`src/aimd_pkg.sv`:
```
// Constants, codes and reciprocal factors for the adaptive in-flight limit.
// No dependencies; used by adaptive_inflight_aimd.
package aimd_pkg;

    localparam int TARGET_BITS = 12;
    localparam int COUNT_BITS  = 48;
    localparam int TICK_BITS   = 16;
    localparam int BYTES_BITS  = 32;
    localparam int CFG_BITS    = 16;
    localparam int CFG_IDX_BITS = 3;

    localparam int S_DATA_BITS = 48;   // chunk_bytes, req_target, zero pad
    localparam int M_DATA_BITS = 16;   // target, direction, zero pad

    // Operation codes carried on s_tuser
    localparam logic [1:0] OP_CHUNK = 2'd0;
    localparam logic [1:0] OP_TICK  = 2'd1;
    localparam logic [1:0] OP_FORCE = 2'd2;

    // Configuration register indexes
    localparam logic [CFG_IDX_BITS-1:0] CFG_INITIAL_TARGET = 3'd0;
    localparam logic [CFG_IDX_BITS-1:0] CFG_MIN_TARGET     = 3'd1;
    localparam logic [CFG_IDX_BITS-1:0] CFG_MAX_TARGET     = 3'd2;
    localparam logic [CFG_IDX_BITS-1:0] CFG_WINDOW_TICKS   = 3'd3;
    localparam logic [CFG_IDX_BITS-1:0] CFG_STALL_BYTES    = 3'd4;

    localparam logic [TARGET_BITS-1:0] RST_INITIAL_TARGET = TARGET_BITS'(8);
    localparam logic [TARGET_BITS-1:0] RST_MIN_TARGET     = TARGET_BITS'(1);
    localparam logic [TARGET_BITS-1:0] RST_MAX_TARGET     = TARGET_BITS'(64);
    localparam logic [TICK_BITS-1:0]   RST_WINDOW_TICKS   = TICK_BITS'(2000);
    localparam logic [TICK_BITS-1:0]   RST_STALL_BYTES    = TICK_BITS'(2);

    localparam logic [3:0] STALL_MAX  = 4'd15;
    localparam logic [3:0] STALL_CUT  = 4'd3;
    localparam logic [2:0] STABLE_MAX = 3'd7;
    localparam logic [2:0] STABLE_GROW = 3'd2;

    // Reciprocals scaled by 2^32 (rounded up); exact for the operand ranges used
    localparam int RECIP_SHIFT = 32;
    localparam logic [31:0] RECIP_6   = 32'd715827883;
    localparam logic [31:0] RECIP_100 = 32'd42949673;
    localparam logic [31:0] RECIP_5   = 32'd858993460;

endpackage

```
`src/adaptive_inflight_aimd.sv`:
```
// Adaptive in-flight request limit: AIMD-style target update on per-window byte counts.
// Depends on aimd_pkg for widths, operation codes, register indexes and reciprocals.
//
// Usage:
//   s_ channel: one word per event. s_tuser holds the operation (chunk done,
//   tick, forced reduction); s_tdata holds chunk_bytes and req_target.
//   m_ channel: one word per accepted input word, carrying the target after
//   the event, the current trend and a flag (m_tuser) set when the event
//   closed a measurement window.
//   cfg_ channel: register writes by index; always ready. The user must write
//   only while no word is in flight; the block does not enforce this. Writing
//   initial_target reloads the current and best-seen targets.
// From input acceptance to m_tvalid a word passes an input register, then the
// update logic feeding the state and the output register.
// Throughput is one word per cycle unless m_tready stalls; the update is combinational.
// Reset loads the register defaults, clears counters and empties both stages.
// When m_tready is low the output word holds, the input register holds its
// word, and s_tready drops once that register is full.
module adaptive_inflight_aimd (
    input  logic                                   aclk,
    input  logic                                   aresetn,
    input  logic                                   s_tvalid,
    output logic                                   s_tready,
    // [31:0] chunk_bytes, [43:32] req_target, [47:44] zero
    input  logic [aimd_pkg::S_DATA_BITS-1:0]       s_tdata,
    // [1:0] op
    input  logic [1:0]                             s_tuser,
    output logic                                   m_tvalid,
    input  logic                                   m_tready,
    // [11:0] target, [12] direction, [15:13] zero
    output logic [aimd_pkg::M_DATA_BITS-1:0]       m_tdata,
    // [0] measured
    output logic                                   m_tuser,
    input  logic                                   cfg_valid,
    output logic                                   cfg_ready,
    input  logic [aimd_pkg::CFG_IDX_BITS-1:0]      cfg_index,
    input  logic [aimd_pkg::CFG_BITS-1:0]          cfg_data
);

    localparam int TB = aimd_pkg::TARGET_BITS;
    localparam int CB = aimd_pkg::COUNT_BITS;
    localparam int KB = aimd_pkg::TICK_BITS;
    localparam int PW = CB + 7;

    // configuration
    logic [TB-1:0] min_target_reg, max_target_reg;
    logic [KB-1:0] window_ticks_reg, stall_bytes_reg;

    // block state
    logic [TB-1:0] cur_target_reg, cur_target_next;
    logic [TB-1:0] best_seen_reg, best_seen_next;
    logic [CB-1:0] window_bytes_reg, window_bytes_next;
    logic [CB-1:0] prev_bytes_reg, prev_bytes_next;
    logic [KB-1:0] tick_count_reg, tick_count_next;
    logic [3:0]    stall_runs_reg, stall_runs_next;
    logic [2:0]    stable_runs_reg, stable_runs_next;
    logic          trend_down_reg, trend_down_next;

    // input and output stages
    logic                                 in_valid_reg;
    logic [1:0]                           in_op_reg;
    logic [aimd_pkg::BYTES_BITS-1:0]      in_bytes_reg;
    logic [TB-1:0]                        in_nt_reg;
    logic                                 out_valid_reg;
    logic [TB-1:0]                        out_target_reg;
    logic                                 out_measured_reg;
    logic                                 out_dir_reg;

    logic advance, stage_fire, s_fire, cfg_fire, measured;

    // datapath
    logic [CB:0]     wb_sum;
    logic [KB-1:0]   tick_inc;
    logic [3:0]      stall_inc;
    logic [2:0]      stable_inc;
    logic [CB-1:0]   stall_ext;
    logic [PW-1:0]   b100, p60, p103, p90;
    logic            is_stall, is_severe, is_growth, is_nudge;
    logic [TB+2:0]   cur_x5;
    logic [TB+6:0]   cur_x85;
    logic [TB+34:0]  prod6;
    logic [TB+38:0]  prod100;
    logic [TB+29:0]  prod5;
    logic [TB-1:0]   q6, q100, q20;
    logic [TB-1:0]   cut6, cut85;
    logic [TB-1:0]   grow_step, grow_val, nudge_step, nudge_dif, nudge_val;
    logic [TB:0]     grow_sum, stable_sum, first_sum;
    logic [TB-1:0]   best_up, stable_step, stable_val, first_step, first_val;
    logic [TB+1:0]   best34;
    logic [TB-1:0]   force_val;

    assign advance    = !out_valid_reg || m_tready;
    assign stage_fire = in_valid_reg && advance;
    assign s_tready   = !in_valid_reg || advance;
    assign s_fire     = s_tvalid && s_tready;
    assign cfg_ready  = 1'b1;
    assign cfg_fire   = cfg_valid && cfg_ready;

    // ---------------- window evaluation candidates ----------------
    assign stall_ext = CB'(stall_bytes_reg);
    assign b100 = (PW'(window_bytes_reg) << 6) + (PW'(window_bytes_reg) << 5)
                + (PW'(window_bytes_reg) << 2);
    assign p60  = (PW'(prev_bytes_reg) << 6) - (PW'(prev_bytes_reg) << 2);
    assign p90  = (PW'(prev_bytes_reg) << 6) + (PW'(prev_bytes_reg) << 4)
                + (PW'(prev_bytes_reg) << 3) + (PW'(prev_bytes_reg) << 1);
    assign p103 = (PW'(prev_bytes_reg) << 6) + (PW'(prev_bytes_reg) << 5)
                + (PW'(prev_bytes_reg) << 2) + (PW'(prev_bytes_reg) << 1)
                + PW'(prev_bytes_reg);

    assign is_stall  = (window_bytes_reg < stall_ext) && (prev_bytes_reg > stall_ext);
    assign is_severe = b100 < p60;
    assign is_growth = p103 < b100;
    assign is_nudge  = b100 < p90;

    // gentle cuts: target*5/6 and target*85/100 through reciprocals
    assign cur_x5  = (TB+3)'(cur_target_reg) + ((TB+3)'(cur_target_reg) << 2);
    assign cur_x85 = ((TB+7)'(cur_target_reg) << 6) + ((TB+7)'(cur_target_reg) << 4)
                   + ((TB+7)'(cur_target_reg) << 2) + (TB+7)'(cur_target_reg);
    assign prod6   = (TB+35)'(cur_x5) * (TB+35)'(aimd_pkg::RECIP_6);
    assign prod100 = (TB+39)'(cur_x85) * (TB+39)'(aimd_pkg::RECIP_100);
    assign prod5   = (TB+30)'(cur_target_reg[TB-1:2]) * (TB+30)'(aimd_pkg::RECIP_5);
    assign q6   = prod6[aimd_pkg::RECIP_SHIFT +: TB];
    assign q100 = prod100[aimd_pkg::RECIP_SHIFT +: TB];
    assign q20  = TB'(prod5[aimd_pkg::RECIP_SHIFT +: TB-2]);

    assign cut6  = (q6 < min_target_reg) ? min_target_reg : q6;
    assign cut85 = (q100 < min_target_reg) ? min_target_reg : q100;

    // additive growth of a quarter
    assign grow_step = (cur_target_reg[TB-1:2] == '0) ? TB'(1) : TB'(cur_target_reg[TB-1:2]);
    assign grow_sum  = (TB+1)'(cur_target_reg) + (TB+1)'(grow_step);
    assign grow_val  = (grow_sum > (TB+1)'(max_target_reg)) ? max_target_reg : grow_sum[TB-1:0];

    // 5% nudge down
    assign nudge_step = (q20 == '0) ? TB'(1) : q20;
    assign nudge_dif  = (nudge_step >= cur_target_reg) ? '0 : cur_target_reg - nudge_step;
    assign nudge_val  = (nudge_dif < min_target_reg) ? min_target_reg : nudge_dif;

    // stable probing
    assign best_up     = (cur_target_reg > best_seen_reg) ? cur_target_reg : best_seen_reg;
    assign best34      = ((TB+2)'(best_up) + ((TB+2)'(best_up) << 1)) >> 2;
    assign stable_step = ((TB+2)'(cur_target_reg) < best34 && cur_target_reg[TB-1:3] != '0)
                       ? TB'(cur_target_reg[TB-1:3]) : TB'(1);
    assign stable_sum  = (TB+1)'(cur_target_reg) + (TB+1)'(stable_step);
    assign stable_val  = (stable_sum > (TB+1)'(max_target_reg))
                       ? max_target_reg : stable_sum[TB-1:0];

    // first-window ramp
    assign first_step = (cur_target_reg[TB-1:1] < (TB-1)'(2)) ? TB'(2)
                      : TB'(cur_target_reg[TB-1:1]);
    assign first_sum  = (TB+1)'(cur_target_reg) + (TB+1)'(first_step);
    assign first_val  = (first_sum > (TB+1)'(max_target_reg))
                      ? max_target_reg : first_sum[TB-1:0];

    assign force_val = (in_nt_reg < min_target_reg) ? min_target_reg : in_nt_reg;

    assign wb_sum     = (CB+1)'(window_bytes_reg) + (CB+1)'(in_bytes_reg);
    assign tick_inc   = (tick_count_reg != '1) ? tick_count_reg + KB'(1) : tick_count_reg;
    assign stall_inc  = (stall_runs_reg < aimd_pkg::STALL_MAX)
                      ? stall_runs_reg + 4'd1 : stall_runs_reg;
    assign stable_inc = (stable_runs_reg < aimd_pkg::STABLE_MAX)
                      ? stable_runs_reg + 3'd1 : stable_runs_reg;

    // ---------------- next state ----------------
    always_comb begin
        cur_target_next   = cur_target_reg;
        best_seen_next    = best_seen_reg;
        window_bytes_next = window_bytes_reg;
        prev_bytes_next   = prev_bytes_reg;
        tick_count_next   = tick_count_reg;
        stall_runs_next   = stall_runs_reg;
        stable_runs_next  = stable_runs_reg;
        trend_down_next   = trend_down_reg;
        measured          = 1'b0;
        if (stage_fire) begin
            case (in_op_reg)
                aimd_pkg::OP_CHUNK: begin
                    window_bytes_next = wb_sum[CB] ? '1 : wb_sum[CB-1:0];
                end
                aimd_pkg::OP_TICK: begin
                    tick_count_next = tick_inc;
                    if (tick_inc >= window_ticks_reg) begin
                        measured = 1'b1;
                        if (is_stall) begin
                            stall_runs_next = stall_inc;
                            if (stall_inc >= aimd_pkg::STALL_CUT) begin
                                cur_target_next  = cut6;
                                trend_down_next  = 1'b1;
                                stable_runs_next = '0;
                            end
                        end else if (prev_bytes_reg != '0) begin
                            if (is_severe) begin
                                stall_runs_next = stall_inc;
                                if (stall_inc >= aimd_pkg::STALL_CUT) begin
                                    cur_target_next  = cut85;
                                    trend_down_next  = 1'b1;
                                    stable_runs_next = '0;
                                end
                            end else if (is_growth) begin
                                stable_runs_next = '0;
                                stall_runs_next  = '0;
                                trend_down_next  = 1'b0;
                                best_seen_next   = best_up;
                                if (cur_target_reg < max_target_reg) begin
                                    cur_target_next = grow_val;
                                end
                            end else if (is_nudge) begin
                                stable_runs_next = '0;
                                trend_down_next  = 1'b1;
                                if (cur_target_reg > min_target_reg) begin
                                    cur_target_next = nudge_val;
                                end
                            end else begin
                                stall_runs_next = '0;
                                best_seen_next  = best_up;
                                if (stable_inc >= aimd_pkg::STABLE_GROW &&
                                    cur_target_reg < max_target_reg) begin
                                    cur_target_next  = stable_val;
                                    stable_runs_next = '0;
                                    trend_down_next  = 1'b0;
                                end else begin
                                    stable_runs_next = stable_inc;
                                end
                            end
                        end else begin
                            stall_runs_next = '0;
                            if (cur_target_reg < max_target_reg) begin
                                cur_target_next = first_val;
                            end
                        end
                        prev_bytes_next   = window_bytes_reg;
                        window_bytes_next = '0;
                        tick_count_next   = '0;
                    end
                end
                aimd_pkg::OP_FORCE: begin
                    cur_target_next  = force_val;
                    trend_down_next  = 1'b1;
                    stable_runs_next = '0;
                    stall_runs_next  = stall_inc;
                    prev_bytes_next  = '0;
                end
                default: begin
                    // unused code: state holds
                end
            endcase
        end
    end

    // ---------------- state and configuration ----------------
    always_ff @(posedge aclk) begin
        if (!aresetn) begin
            min_target_reg     <= aimd_pkg::RST_MIN_TARGET;
            max_target_reg     <= aimd_pkg::RST_MAX_TARGET;
            window_ticks_reg   <= aimd_pkg::RST_WINDOW_TICKS;
            stall_bytes_reg    <= aimd_pkg::RST_STALL_BYTES;
            cur_target_reg     <= aimd_pkg::RST_INITIAL_TARGET;
            best_seen_reg      <= aimd_pkg::RST_INITIAL_TARGET;
            window_bytes_reg   <= '0;
            prev_bytes_reg     <= '0;
            tick_count_reg     <= '0;
            stall_runs_reg     <= '0;
            stable_runs_reg    <= '0;
            trend_down_reg     <= 1'b0;
        end else begin
            cur_target_reg   <= cur_target_next;
            best_seen_reg    <= best_seen_next;
            window_bytes_reg <= window_bytes_next;
            prev_bytes_reg   <= prev_bytes_next;
            tick_count_reg   <= tick_count_next;
            stall_runs_reg   <= stall_runs_next;
            stable_runs_reg  <= stable_runs_next;
            trend_down_reg   <= trend_down_next;
            if (cfg_fire) begin
                unique case (cfg_index)
                    aimd_pkg::CFG_INITIAL_TARGET: begin
                        // the initial target only matters as a reload of both targets
                        cur_target_reg     <= cfg_data[TB-1:0];
                        best_seen_reg      <= cfg_data[TB-1:0];
                    end
                    aimd_pkg::CFG_MIN_TARGET:   min_target_reg   <= cfg_data[TB-1:0];
                    aimd_pkg::CFG_MAX_TARGET:   max_target_reg   <= cfg_data[TB-1:0];
                    aimd_pkg::CFG_WINDOW_TICKS: window_ticks_reg <= cfg_data[KB-1:0];
                    aimd_pkg::CFG_STALL_BYTES:  stall_bytes_reg  <= cfg_data[KB-1:0];
                    default: begin
                        // drop writes beyond the register list
                    end
                endcase
            end
        end
    end

    // ---------------- input and output stages ----------------
    always_ff @(posedge aclk) begin
        if (!aresetn) begin
            in_valid_reg  <= 1'b0;
            out_valid_reg <= 1'b0;
        end else begin
            if (s_tready) begin
                in_valid_reg <= s_tvalid;
            end
            if (advance) begin
                out_valid_reg <= in_valid_reg;
            end
        end
    end

    always_ff @(posedge aclk) begin
        if (s_fire) begin
            in_op_reg    <= s_tuser;
            in_bytes_reg <= s_tdata[aimd_pkg::BYTES_BITS-1:0];
            in_nt_reg    <= s_tdata[aimd_pkg::BYTES_BITS +: TB];
        end
        if (stage_fire) begin
            out_target_reg   <= cur_target_next;
            out_measured_reg <= measured;
            out_dir_reg      <= trend_down_next;
        end
    end

    assign m_tvalid = out_valid_reg;
    assign m_tuser  = out_measured_reg;
    assign m_tdata  = {(aimd_pkg::M_DATA_BITS - TB - 1)'(0), out_dir_reg, out_target_reg};

    // ---------------- assertions ----------------
    a_measured_only_on_tick: assert property (@(posedge aclk) disable iff (!aresetn)
        stage_fire && in_op_reg != aimd_pkg::OP_TICK |=> !out_measured_reg)
        else $error("window flagged on a non-tick word");

    a_window_restart: assert property (@(posedge aclk) disable iff (!aresetn)
        stage_fire && measured |=> tick_count_reg == '0 && window_bytes_reg == '0)
        else $error("window counters not cleared after evaluation");

    a_ready_when_out_free: assert property (@(posedge aclk) disable iff (!aresetn)
        !out_valid_reg |-> s_tready)
        else $error("input stalled with empty output register");

    a_out_matches_state: assert property (@(posedge aclk) disable iff (!aresetn)
        stage_fire && !cfg_fire |=> out_target_reg == cur_target_reg &&
                                   out_dir_reg == trend_down_reg)
        else $error("output word disagrees with updated state");

endmodule
```
`config.mk`:
```
export PLATFORM = sky130hd
export DESIGN_NAME = adaptive_inflight_aimd
export DESIGN_NICKNAME = d
export VERILOG_FILES = /design/src/aimd_pkg.sv /design/src/adaptive_inflight_aimd.sv
export SDC_FILE = /design/constraint.sdc
export NUM_CORES = 2
export LEC_CHECK = 0
export BUFFER_PORTS_ARGS = -buffer_cell sky130_fd_sc_hd__buf_2
export CORE_MARGIN = 5
export CORE_UTILIZATION = 25
export CTS_BUF_LIST = sky130_fd_sc_hd__clkbuf_8
export DETAILED_ROUTE_END_ITERATION = 7
export MAX_ROUTING_LAYER = met4
export PLACE_DENSITY = 0.37
export SYNTH_ARGS = -nofsm -noshare
export SYNTH_HDL_FRONTEND = slang
export SYNTH_SLANG_ARGS = --single-unit
```
`constraint.sdc`:
```
create_clock -name aclk -period 29.5 [get_ports aclk]
set_clock_uncertainty 0.15 [all_clocks]
set_input_delay 5.9 -clock aclk [delete_from_list [all_inputs] [get_ports aclk]]
set_output_delay 5.9 -clock aclk [all_outputs]
set_load 0.03 [all_outputs]
```
# ---- Yosys cells after proc, flatten, opt, wreduce, memory -nomap -nowiden
# Index checks and enable logic that the tools add are counted.
dict set report op_classes {
  n_addsub 23
  n_mul 3
  order_cmp 23
  n_eq_ne 10
  n_mux 75
  n_reduce_logical 26
}
# op n
set op_table {}
lappend op_table {{two-way mux 12 bit} 34}
lappend op_table {{case mux 48 bit (2 select lines)} 2}
lappend op_table {{less-than comparator 55 bit} 3}
lappend op_table {{two-way mux 48 bit} 3}
lappend op_table {{adder 54 x 53 -> 55 bit} 2}
lappend op_table {{adder 55 x 49 -> 55 bit} 2}
lappend op_table {{adder 55 x 50 -> 55 bit} 2}
lappend op_table {{less-than comparator 12 bit} 6}
lappend op_table {{adder 54 x 52 -> 55 bit} 1}
lappend op_table {{adder 55 x 48 -> 55 bit} 1}
lappend op_table {{adder 55 x 51 -> 55 bit} 1}
lappend op_table {{subtractor 54 x 50 -> 55 bit} 1}
lappend op_table {{adder 48 x 32 -> 49 bit} 1}
lappend op_table {{> comparator 48 x 16 -> 1 bit} 1}
lappend op_table {{less-than comparator 48 x 16 -> 1 bit} 1}
lappend op_table {{nonzero test 48 bit} 1}
lappend op_table {{multiplier 15 x 30 -> 44 bit, second input constant} 1}
lappend op_table {{multiplier 19 x 26 -> 44 bit, second input constant} 1}
lappend op_table {{> comparator 13 x 12 -> 1 bit} 3}
lappend op_table {{multiplier 10 x 28 -> 38 bit, second input constant} 1}
lappend op_table {{two-way mux 16 bit} 2}
lappend op_table {{two-way mux 4 bit} 7}
lappend op_table {{two-way mux 3 bit} 9}
lappend op_table {{> comparator 12 bit} 2}
lappend op_table {{other kinds (49)} 72}
dict set report word_totals {
  regBits 262
  in_bits 74
}

# ---- Longest topological paths before layout
dict set report depth {
  word_depth 20
  mapped_depth 49
  mapped_depth_nobuf 46
}

# ---- Least setup slack after synthesis
# OpenSTA, ideal clock, no wires.
dict set report synth_timing {
  path_kind {input -> output}
  from {input m_tready}
  to {output s_tready}
  t_arrival_ns 6.277
  required_ns 23.450
  slack_ns 17.173
  stages 2
  n_path_buf 0
  path_cell_list {nor2b_1 nand2_1}
}
dict set report synth_between {
  elab_chain_len 2
}
# item line_no
set synth_lines {}
lappend synth_lines {{from (decl)} adaptive_inflight_aimd.sv:29} ;# input logic m_tready,
lappend synth_lines {{logical OR 1 bit} adaptive_inflight_aimd.sv:92} ;# assign advance = !out_valid_reg || m_tready;
lappend synth_lines {{logical OR 1 bit} adaptive_inflight_aimd.sv:94} ;# assign s_tready = !in_valid_reg || advance;
lappend synth_lines {{to (decl)} adaptive_inflight_aimd.sv:23} ;# output logic s_tready,
# Every way passes these cells.

# ---- Worst setup path in the final report
dict set report layout_timing {
  from {register cur_target_reg[6]}
  to {register out_target_reg[9] (data pin)}
}
dict set report layout_between {
  elab_chain_len 18
}
# item line_no
set layout_lines {}
lappend layout_lines {{from (decl)} adaptive_inflight_aimd.sv:50} ;# logic [TB-1:0] cur_target_reg, cur_target_next;
lappend layout_lines {{from (signal assigned)} adaptive_inflight_aimd.sv:257} ;# cur_target_reg <= aimd_pkg::RST_INITIAL_TARGET;
lappend layout_lines {{from (signal assigned)} adaptive_inflight_aimd.sv:266} ;# cur_target_reg <= cur_target_next;
lappend layout_lines {{from (signal assigned)} adaptive_inflight_aimd.sv:278} ;# cur_target_reg <= cfg_data[TB-1:0];
lappend layout_lines {{branches (longest 14 deep; another with multiplier 19 x 26 -> 44 bit)} n/a}
lappend layout_lines {{two-way mux 12 bit (*)} adaptive_inflight_aimd.sv:184} ;# if (is_stall) begin
lappend layout_lines {{two-way mux 12 bit (*)} adaptive_inflight_aimd.sv:182} ;# if (tick_inc >= window_ticks_reg) begin
lappend layout_lines {{case mux 12 bit (2 select lines) (*)} adaptive_inflight_aimd.sv:176} ;# case (in_op_reg)
lappend layout_lines {{two-way mux 12 bit (*)} adaptive_inflight_aimd.sv:175} ;# if (stage_fire) begin
lappend layout_lines {{net cur_target_next[9]} adaptive_inflight_aimd.sv:50}
lappend layout_lines {{to (signal assigned)} adaptive_inflight_aimd.sv:315} ;# out_target_reg <= cur_target_next;
lappend layout_lines {{to (decl)} adaptive_inflight_aimd.sv:65} ;# logic [TB-1:0] out_target_reg;
# Mark *: on every way through the listed nets, which the timed path passes.
# A chain may end at the register's enable or synchronous reset.

==> impl_results.md <==
* Hold endpoint: window_ticks_reg[12]
* Clock-pin slew on the worst setup and hold paths at 70 ps
* Tcrit/Tclk final at 46.8%
* Leakage power at 30.6 nW
* Starting Density at 25.1%
* Worst endpoint required time at 29790 ps
* Inst Count DP at 9469
* Max cap viols at 0
* Final std cells w/o fill at 9571
* CP arrival at 14100 ps
* Register-to-register setup slack at 15690 ps
* CTS sink cnt at 262
* Global-route wire length before repair at 304000 µm
* Most common cell after layout, fill and taps aside: ha_1
* Worst Tran Pin Value at 1320 ps
* Clock latency on the worst-skew pair at 730 ps
* Netlist Area Pre-Place at 55800 µm²
* Initial antenna violation count at 7
* Outcome: complete, no violations
* RR Endpoint: out_target_reg[9]
* TNS Setup at 0 ps
* # setup viols final at 0
* CP max stage delay at 630 ps
* Synth cell types at 107
* Number of core rows at 173
* Async set or reset register ratio after synthesis at 0%
* Crit-path max FO at 22
* Die ar. at 233000 µm²
* Largest net degree at the start of global routing at 58
* Routed via count at 47100
* Routability cong. at 0.890
* Total core area at 222000 µm²
* Slew Limit Fails at 0
* Tmin final at 13810 ps
* Buffers on Ports at 85
* Area grow syn2layout at 9.87%
* Slew margin rel. at 11.9%
* Worst Hold Class: flip-flop to flip-flop
* RSZ-0062 raised after global routing: no
* GRT Total Usage at 17.6%
* Mean Syn Cell Area at 8.65 µm²
* Chip Width at 482 µm
* Syn Inst Count at 6451
* Seq/Total Area, Yosys at 10.5%
* Clock root buffer: clkbuf_8
* Cts hold-fix bufs at 0
* Crit path top cell by count: fa_1
* Multi-input logic area at 46400 µm²
* Final net count at 8258
* CTS resizes at 0
* Layout cells sized above 1 at 5.72%
* Post-synth EDFFs at 60
* Top FF cell, synth: dfxtp_1
* Clock buffer count from CTS at 53
* VDD IR-drop max at 147 µV
* Hold path cells at 2
* Number of global-route vias before repair at 47200
* Crit path kind: flip-flop to flip-flop
* Most frequent cells in the layout: 1092 x ha_1, 820 x inv_1, 542 x fa_1
* Hold_sp: window_ticks_reg[12]
* Hold Vio Cnt, Final at 0
* Routed length per instance at 21.1 µm
* Antenna Nets Post-Route at 0
* Post-CTS Setup Inserts at 0
* Dpl hpwl at 168000 µm
* Worst Setup End Kind: flip-flop
* CP max stage cell: fa_1
* DP Area at 60200 µm²
* Top achievable clock speed at 72.4 MHz
* Register area at 5850 µm²
* FF-to-FF Start: cur_target_reg[6]
* Drt total wl at 202000 µm
* Clock buffer depth at 3
* Layout fillers at 24000
* Chip height at 482 µm
* Ys Warns at 0
* # DRC at 0
* Synthesized flop and latch total at 262
* Aggregate global routing overflow at 0
* CTS tree: done
* I/O pin count at 94
* Worst Reg-to-Reg Cells at 41
* Initial DRT Pass Iterations at 5
* Power Density at 72.0 nW/µm²
* Vias per inst at 4.92
* Drt first-iter violations at 3226
* Startpoint Class: flip-flop
* CTS H-tree depth at 2
* Final instance area at 61300 µm²
metrics by stage:
stage	total power, W	utilization [%]	worst slack (ps)	hold slack [ps]
2_1_floorplan	0.00293	-	17170	286
3_3_place_gp	0.00400	27.1	15820	295
3_5_place_dp	0.00399	27.1	15910	297
4_1_cts	0.00444	27.6	15810	305
5_1_grt	0.00494	27.6	14950	325
6_report	0.00442	27.6	15690	304
cell usage after synthesis, drive strengths merged (23+ instances only):
library cell / instances / area, µm²
nor2: 378 / 1430
a211oi: 70 / 541
o21a: 79 / 593
a21o: 209 / 1570
or3: 35 / 219
and3: 52 / 325
ha: 1093 / 13700
edfxtp: 60 / 1800
a21oi: 529 / 2650
a211o: 23 / 201
dfxtp: 202 / 4040
xor2: 103 / 902
nor2b: 55 / 344
o211ai: 51 / 397
mux2i: 47 / 474
a31oi: 70 / 472
or2: 34 / 213
and2: 41 / 256
buf: 26 / 148
xnor2: 209 / 1830
clkbuf: 121 / 454
inv: 809 / 3040
o21ai: 318 / 1590
o21bai: 54 / 405
nand2b: 62 / 388
o31ai: 26 / 195
nand2: 429 / 1620
a2111oi: 27 / 305
and4: 26 / 228
nand4: 94 / 588
nor4: 25 / 163
nor3: 115 / 576
nand3: 138 / 696
fa: 542 / 10900
nor3b: 23 / 173
how the worst max path moves through the flow:
stage	start	end	slack, ps	depth (start not counted)
finish	cur_target_reg[6]	out_target_reg[9]	15690	41
global route	cur_target_reg[6]	out_target_reg[9]	14950	39
CTS	cur_target_reg[6]	out_target_reg[9]	15810	41
detailed placement	cur_target_reg[6]	out_target_reg[9]	15910	41
global placement	cur_target_reg[6]	out_target_reg[9]	15820	40
floorplan	m_tready	s_tready	17170	2
worst max-delay path, delay by kind of cell, from the launching register on:
family | cells | cell delay (ps)
XOR/XNOR | 2 | 590
buffers and inverters | 7 | 1270
flip-flops | 1 | 310
adder cells (fa/ha/maj) | 11 | 5080
AO/OA/AOI/OAI | 14 | 4890
AND/OR/NAND/NOR | 7 | 1170
power breakdown:
group | internal (W) | switching [W] | leakage, nW
clock | 0.000215 | 0.000200 | 0.623
sequential | 0.000377 | 0.0000109 | 2.22
combinational | 0.00133 | 0.00228 | 27.7
total | 0.00193 | 0.00249 | 30.6
cell families after synthesis:
| kind of cell | Yosys count | share of synthesized area, % |
|---|---|---|
| AO/OA/AOI/OAI | 1689 | 19.7 |
| adder cells (fa/ha/maj) | 1635 | 43.9 |
| AND/OR/NAND/NOR | 1539 | 13.4 |
| buffers and inverters | 957 | 6.53 |
| XOR/XNOR | 313 | 4.94 |
| flip-flops | 262 | 10.5 |
| multiplexers | 54 | 0.991 |
| other | 2 | 0.0135 |
final cells by class:
| type | instances | share of cell area, % |
|---|---|---|
| Clock buffer | 64 | 1.44 |
| Antenna cell | 3 | 0.0122 |
| Sequential cell | 262 | 9.53 |
| Inverter | 810 | 4.96 |
| Timing Repair Buffer | 188 | 1.95 |
| Tap cell | 2975 | 6.07 |
| Clock inverter | 35 | 0.351 |
| Multi-Input combinational cell | 5234 | 75.7 |
layer usage:
metal | vias to the layer above | routed length, µm | global-route usage [%]
met1 | 23100 | 100000 | 25.1
met3 | 143 | 7070 | 1.33
met5 | - | 0 | -
met4 | 0 | 2730 | 2.31
li1 | 23000 | - | -
met2 | 863 | 91800 | 28.1
Power figures use the tool's default switching activity.
